<file path="src/sv/fpsa_pkg.sv">
// shared constants, types and helpers of the free page stack allocator
`default_nettype none
package fpsa_pkg;

   localparam int STACK_DEPTH = 4096;
   localparam int PAGE_BYTES  = 4096;
   localparam int ADDR_W      = 48;

   localparam int PAGE_SHIFT  = $clog2(PAGE_BYTES);
   localparam int IDX_W       = $clog2(STACK_DEPTH);
   localparam int CNT_W       = $clog2(STACK_DEPTH + 1);
   localparam int NP_W        = $clog2(STACK_DEPTH + 2);

   localparam int OP_W        = 2;
   localparam int RTYPE_W     = 2;
   localparam int STATUS_W    = 2;
   localparam int FIELD_CNT_W = 13;

   localparam int QUEUE_DEPTH = 2;
   localparam int QPTR_W      = $clog2(QUEUE_DEPTH);
   localparam int QFILL_W     = $clog2(QUEUE_DEPTH + 1);

   localparam logic [OP_W-1:0]    OP_REGION   = 2'd0;
   localparam logic [OP_W-1:0]    OP_ALLOC    = 2'd1;
   localparam logic [OP_W-1:0]    OP_FREE     = 2'd2;
   localparam logic [RTYPE_W-1:0] RTYPE_USABLE = 2'd0;

   localparam logic [STATUS_W-1:0] STATUS_OK    = 2'd0;
   localparam logic [STATUS_W-1:0] STATUS_EMPTY = 2'd1;
   localparam logic [STATUS_W-1:0] STATUS_FULL  = 2'd2;

   typedef enum logic [1:0] {
      KIND_NOP    = 2'd0,
      KIND_REGION = 2'd1,
      KIND_ALLOC  = 2'd2,
      KIND_FREE   = 2'd3
   } kind_type;

   typedef struct packed {
      kind_type            kind;
      logic [ADDR_W-1:0]   address;
      logic [NP_W-1:0]     npages;
   } cmd_type;

   typedef struct packed {
      logic    valid;
      cmd_type cmd;
   } qhead_type;

   function automatic logic [FIELD_CNT_W-1:0] to_field(input logic [CNT_W-1:0] v);
      logic [CNT_W+FIELD_CNT_W-1:0] wide;
      wide = {{FIELD_CNT_W{1'b0}}, v};
      return wide[FIELD_CNT_W-1:0];
   endfunction

endpackage
`default_nettype wire

</file>
<file path="src/sv/fpsa_if.sv">
// request and response channel interfaces
`default_nettype none
interface fpsa_req_if;
   logic                                valid;
   logic                                ready;
   logic [fpsa_pkg::OP_W-1:0]           op;
   logic [fpsa_pkg::ADDR_W-1:0]         address;
   logic [fpsa_pkg::ADDR_W-1:0]         region_size;
   logic [fpsa_pkg::RTYPE_W-1:0]        region_type;
   modport source (output valid, output op, output address, output region_size,
                   output region_type, input ready);
   modport sink   (input valid, input op, input address, input region_size,
                   input region_type, output ready);
endinterface

`default_nettype wire

</file>
<file path="src/sv/fpsa_front.sv">
// request intake, classification and command queue
`default_nettype none
module fpsa_front (
   input  wire logic                clock,
   input  wire logic                reset,
   fpsa_req_if.sink                 req_chan,
   output fpsa_pkg::qhead_type      head,
   input  wire logic                pop
);
   fpsa_pkg::cmd_type                 entry_ff [fpsa_pkg::QUEUE_DEPTH];
   logic [fpsa_pkg::QPTR_W-1:0]       wr_ptr_ff, wr_ptr_in;
   logic [fpsa_pkg::QPTR_W-1:0]       rd_ptr_ff, rd_ptr_in;
   logic [fpsa_pkg::QFILL_W-1:0]      fill_ff, fill_in;
   fpsa_pkg::cmd_type                 cmd;
   logic [fpsa_pkg::ADDR_W-1:0]       pages_raw;
   logic                              push;
   logic                              do_pop;

   // classify the transaction
   always_comb begin
      pages_raw   = req_chan.region_size >> fpsa_pkg::PAGE_SHIFT;
      cmd.address = req_chan.address;
      if (pages_raw > fpsa_pkg::ADDR_W'(fpsa_pkg::STACK_DEPTH)) begin
         cmd.npages = fpsa_pkg::NP_W'(fpsa_pkg::STACK_DEPTH + 1);
      end else begin
         cmd.npages = pages_raw[fpsa_pkg::NP_W-1:0];
      end
      case (req_chan.op)
         fpsa_pkg::OP_REGION: begin
            cmd.kind = (req_chan.region_type == fpsa_pkg::RTYPE_USABLE)
                       ? fpsa_pkg::KIND_REGION : fpsa_pkg::KIND_NOP;
         end
         fpsa_pkg::OP_ALLOC: cmd.kind = fpsa_pkg::KIND_ALLOC;
         fpsa_pkg::OP_FREE:  cmd.kind = fpsa_pkg::KIND_FREE;
         default:            cmd.kind = fpsa_pkg::KIND_NOP;
      endcase
   end

   assign req_chan.ready = (fill_ff != fpsa_pkg::QFILL_W'(fpsa_pkg::QUEUE_DEPTH));
   assign push           = req_chan.valid && req_chan.ready;
   assign do_pop         = pop && (fill_ff != '0);

   assign head.valid = (fill_ff != '0);
   assign head.cmd   = entry_ff[rd_ptr_ff];

   always_comb begin
      wr_ptr_in = wr_ptr_ff;
      rd_ptr_in = rd_ptr_ff;
      fill_in   = fill_ff;
      if (push) begin
         wr_ptr_in = (wr_ptr_ff == fpsa_pkg::QPTR_W'(fpsa_pkg::QUEUE_DEPTH - 1))
                     ? '0 : wr_ptr_ff + 1'b1;
      end
      if (do_pop) begin
         rd_ptr_in = (rd_ptr_ff == fpsa_pkg::QPTR_W'(fpsa_pkg::QUEUE_DEPTH - 1))
                     ? '0 : rd_ptr_ff + 1'b1;
      end
      if (push && !do_pop) begin
         fill_in = fill_ff + 1'b1;
      end else if (!push && do_pop) begin
         fill_in = fill_ff - 1'b1;
      end
   end

   always_ff @(posedge clock) begin
      if (reset) begin
         wr_ptr_ff <= '0;
         rd_ptr_ff <= '0;
         fill_ff   <= '0;
      end else begin
         wr_ptr_ff <= wr_ptr_in;
         rd_ptr_ff <= rd_ptr_in;
         fill_ff   <= fill_in;
      end
      if (push) begin
         entry_ff[wr_ptr_ff] <= cmd;
      end
   end
endmodule
`default_nettype wire

</file>
<file path="src/flat_wrapper.sv">
// flat-port wrapper written by rule: the top's interface ports become plain ports
module fpsa_front_flat 
  (clock, reset, head, pop, req_chan_valid, req_chan_op, req_chan_address, req_chan_region_size, req_chan_region_type, req_chan_ready);
  fpsa_req_if req_chan_i ();
  input  wire logic clock;
  input  wire logic reset;
  output fpsa_pkg::qhead_type head;
  input  wire logic pop;
  input wire logic [$bits(req_chan_i.valid)-1:0] req_chan_valid;
  input wire logic [$bits(req_chan_i.op)-1:0] req_chan_op;
  input wire logic [$bits(req_chan_i.address)-1:0] req_chan_address;
  input wire logic [$bits(req_chan_i.region_size)-1:0] req_chan_region_size;
  input wire logic [$bits(req_chan_i.region_type)-1:0] req_chan_region_type;
  output wire logic [$bits(req_chan_i.ready)-1:0] req_chan_ready;
  assign req_chan_i.valid = req_chan_valid;
  assign req_chan_i.op = req_chan_op;
  assign req_chan_i.address = req_chan_address;
  assign req_chan_i.region_size = req_chan_region_size;
  assign req_chan_i.region_type = req_chan_region_type;
  assign req_chan_ready = req_chan_i.ready;
  fpsa_front u_core (.clock(clock), .reset(reset), .req_chan(req_chan_i), .head(head), .pop(pop));
endmodule
</file>
<file path="config.mk">
export PLATFORM = sky130hd
export DESIGN_NAME = fpsa_front_flat
export DESIGN_NICKNAME = d
export VERILOG_FILES = /design/src/sv/fpsa_pkg.sv /design/src/sv/fpsa_if.sv /design/src/sv/fpsa_front.sv /design/src/flat_wrapper.sv
export SDC_FILE = /design/constraint.sdc
export NUM_CORES = 1
export LEC_CHECK = 0
export ABC_AREA = 1
export BUFFER_PORTS_ARGS = -buffer_cell sky130_fd_sc_hd__buf_2
export CAP_MARGIN = 15
export CORE_ASPECT_RATIO = 0.5
export CORE_MARGIN = 2
export CORE_UTILIZATION = 45
export DETAILED_ROUTE_END_ITERATION = 6
export PLACE_DENSITY = 0.78
export SETUP_SLACK_MARGIN = 0.15
export SYNTH_ARGS = -nofsm -noshare
export SYNTH_HDL_FRONTEND = slang
export SYNTH_SLANG_ARGS = --single-unit
</file>
<file path="constraint.sdc">
create_clock -name clock -period 3.9 [get_ports clock]
set_input_delay 0.78 -clock clock [delete_from_list [all_inputs] [get_ports clock]]
set_output_delay 0.78 -clock clock [all_outputs]
set_load 0.03 [all_outputs]
</file>
### After elaboration in Yosys (flattened, before gate mapping)

Memory sizes are Yosys's and may differ from the RTL's. A register that Yosys moved wholly into a read port is not among the register bits.
Index checks and enable logic that the tools add are counted.

* input port bits: 104
* output and inout bits: 65
* memories: 1
* flip-flop bits (word level): 4
* logic and storage cells: 33
* memory bits (writable): 126

* mux-type cells: 11
* $lt $le $gt $ge: 1
* add/sub/neg operators: 4
* reduce and logical (&&, ||, !) cells: 10
* equal/unequal tests: 3

Memory list
* u_core.entry_ff: depth 2, bits a word 63, read ports 1, clocked after memory_dff 1, wr ports 1, RTL line fpsa_front.sv:10 `fpsa_pkg::cmd_type entry_ff [fpsa_pkg::QUEUE_DEPTH];`

Operator list (count)
* $gt 36x13->1 const B: 1
* $mux 13: 1
* $mux 1: 7
* $pmux 2 s3: 1
* $logic_and 1x1->1: 4
* $logic_not 2->1: 2
* $mux 2: 2
* $reduce_bool 2->1: 2
* $add 1x1->1 const B: 2
* $add 2x1->2 const B: 1
* $eq 2x1->1 const B: 1
* $eq 2x2->1 const B: 1
* $logic_not 1->1: 2
* $ne 2x2->1 const B: 1
* $sub 2x1->2 const B: 1

### Logic depth before layout (Yosys ltp)

* depth after elaboration: 6
* depth in mapped cells: 10

### Worst setup path after synthesis

No wires, ideal clock.

* path type: input port to flip-flop
* start point: input port req_chan_valid
* end point: memory u_core.entry_ff[1][0] (netlist name), enable pin
* required time: 3414 ps
* stages: 2
* setup time: 486 ps
* data arrival time: 3538 ps
* path slack: -124 ps
* cell sequence: nand2_1 > nor2_1

* word-level cells in the longest chain between the ends: 3

Ends and longest elaborated chain
* start, declared: RTL line flat_wrapper.sv:9 `input wire logic [$bits(req_chan_i.valid)-1:0] req_chan_valid;`
* $logic_and 1x1->1: RTL line fpsa_front.sv:40 `assign push = req_chan.valid && req_chan.ready;`
* $mux 1: RTL line fpsa_front.sv:75 `if (push) begin`
* $mux 1 (not written as such): RTL line fpsa_front.sv:76 `entry_ff[wr_ptr_ff] <= cmd;`
* end, declared: RTL line fpsa_front.sv:10

Every way passes these cells.

==> flow_summary.yaml <==
power_and_ir_drop:
  irDropWorstVdd_v: 0.000289
  power_density_nw_per_um2: 713
  p_total_mw: 4.74
  p_leak_nw: 2.60
critical_path:
  worst-path-max-fanout: 45
  crit_family: "flip-flops"
  critPathLaunchType: "flop"
  critPathBufInv: 2
  rrSetupSlack_ns: 2.08
  cp.arrival_ns: 1.97
  cpPeakStageDelay_ns: 0.66
  cp_slowest_cell: "dfxtp_2"
  path_class: "reg -> out"
  worstPathCellList: "buf_12 > mux2_2 > buf_2"
  required_ns: 3.12
  crit_path_end_kind: "output port"
die:
  die_area_um2: 12200
  rows: 27
  pin_count: 169
  die_x_um: 154
  core_area_um2: 11000
  die_h_um: 79.2
  start_util_pct: 46.2
detailed_routing:
  drc: 0
  initialDrtViolationCount: 194
  drt_pass1_iterations: 4
  postRouteAntennaNets: 0
  drt-total-wl_um: 9530
  vias: 2937
  via_per_inst: 4.73
  wl_per_cell_um: 15.3
sta:
  rsz0062_at_grt: "no"
  timing_hold_violations_final: 0
  slew_headroom_pct: 42.5
  max_freq_mhz: 363
  tightest_slew_ns: 0.863
  setup_tns_ns: 0
  setup_viol: 0
  period_minus_slack_ns: 2.75
  maxSlewViolCount: 0
  fin_crit_sh_pct: 70.6
  finalClockSkew_ns: 0.0119
synthesis:
  synth-simple-area-share_pct: 5.81
  yosysSeqAreaShare_pct: 76.4
  netlist_area_um2: 5080
  synth_xor_xnor_area_share_pct: 0
  syn_inst: 294
  syn_nets: 400
  synth_fa_ha_area_share_pct: 0.492
  synth_mux_area_share_pct: 14.0
  synth_seq_cells: 131
  synth_top_family_by_area: "multiplexers"
  yosys_warnings: 0
  synth_top_cell_area_share_pct: 74.4
  ys_types: 22
  synth_compound_area_share_pct: 0.640
  synth_top_area_cell: "edfxtp_1"
  synth_area_leaders: "edfxtp_1 74%, mux2_2 14%, dfxtp_1 2.0%"
  avgSynthCellArea_um2: 17.3
grt:
  grt_usage_pct: 16.1
  first_global_vias: 3046
  overflow: 0
  grt_max_degree: 65
  grt_first_pass_wirelength_um: 14500
  antenna_found_initial: 0
cts:
  cts_buffer_depth: 2
  h-tree-depth: 4
  path_clk_slew_ns: 0.06
  cts_hold_buf: 0
  cts_tree: "yes"
  clock-root-buffer: "clkbuf_16"
  cts.sinks: 131
  post_cts_resize_count: 0
  cts_made_buffers: 17
  post-cts-setup-buffers: 0
  insertion_delay_ns: 0.41
final_layout:
  fill_cells: 839
  syn_to_final_growth_pct: 30.8
  fin_nets: 570
  drive_gt1_share_pct: 55.7
  diodes: 0
run_status:
  status: "complete, no violations"
placed_design:
  gp_congestion: 0.729
  io_buffer_count: 156
  dpl.hpwl_um: 6250
flow_run:
  cap_viol_max_count: 0
hold_path:
  hp-class: "reg -> reg"
## where the power goes
group	total, mW	switching, mW	internal [mW]
combinational	1.26	0.827	0.436
clock	1.60	0.547	1.06
sequential	1.87	0.0745	1.80
## cells in the final DEF (no fill, tap or decap), types with 4 or more instances in the layout
cell         n
clkbuf_16   17
nor2_1      22
nand2_1     21
inv_1       20
edfxtp_1   126
nor2_4       4
bufinv_16    4
mux2_2      63
buf_2      156
nor2_2       9
a21oi_1      4
dfxtp_1      4
## per-stage QoR
| step | setup WS, ns | cell area, um2 | hold WS (ns) | utilization, % | std cells |
|---|---|---|---|---|---|
| finish | 1.15 | 6650 | 0.488 | 60.4 | 621 |
| detailed placement | 1.55 | 6050 | 0.476 | 54.9 | 590 |
| CTS | 1.11 | 6650 | 0.488 | 60.4 | 621 |
| global placement | 1.57 | 6050 | 0.467 | 54.9 | 590 |
| floorplan | 0.928 | 5090 | 0.454 | - | 294 |
| global route | 1.05 | 6650 | 0.515 | 60.4 | 621 |
## registers in the layout, indices dropped and copies added, names as in the netlist, named ones only
register	cells
u_core.wr_ptr_ff	1
u_core.rd_ptr_ff	1
u_core.fill_ff	2
u_core.entry_ff	126
## tightest hold or removal path, delay by kind of cell, from the launching register on
kind,cells,cell delay (ns)
DFF,1,0.32
and+or+nand+nor,1,0.07
AOI/OAI and AO/OA,1,0.05
## Yosys cell counts
| library cell | count |
|---|---|
| nand2_1 | 21 |
| a21oi_1 | 4 |
| or2_1 | 1 |
| nor3_1 | 1 |
| nand4_2 | 1 |
| dfxtp_1 | 5 |
| o21ai_0 | 1 |
| nand3b_1 | 1 |
| nand2_2 | 1 |
| inv_2 | 1 |
| buf_2 | 2 |
| mux2_2 | 63 |
| nor2_1 | 24 |
| inv_1 | 20 |
| buf_6 | 1 |
| buf_4 | 5 |
| nand3_1 | 2 |
| nor2_2 | 9 |
| edfxtp_1 | 126 |
| nor2_4 | 2 |
| o21a_1 | 1 |
| ha_1 | 2 |
## layout make-up
class	instances	area, um2	area share, %
Timing Repair Buffer	159	828	12.5
Inverter	21	78.8	1.19
Sequential cell	131	3880	58.4
Clock inverter	12	164	2.47
Tap cell	145	181	2.73
Multi-Input combinational cell	134	1080	16.2
Clock buffer	19	433	6.51
## layer usage
layer  share of wire, %  GRT usage (%)  up-vias
met4               0.98           6.67        0
li1                   -              -     1422
met5                  0              0        -
met1                 38           16.4     1423
met2                 56           31.2       83
met3                4.6           4.75        9
## path summary, 6_finish.rpt
path | from | to | cells past startpoint
max | flop | head[59] | 3
min reg2reg | u_core.fill_ff[0] | u_core.fill_ff[0] | 2
min | u_core.fill_ff[0] | u_core.fill_ff[0] | 2
max reg2reg | u_core.fill_ff[0] | u_core.entry_ff[1][35] | 5
## logic make-up (layout without fill, tap and decap cells)
family | count (synthesis) | after routing
DFF | 131 | 131
muxes | 63 | 63
and+or+nand+nor | 63 | 63
buffers and inverters | 29 | 211
AOI/OAI and AO/OA | 6 | 6
adders and majority gates | 2 | 2
Power figures use the tool's default switching activity.
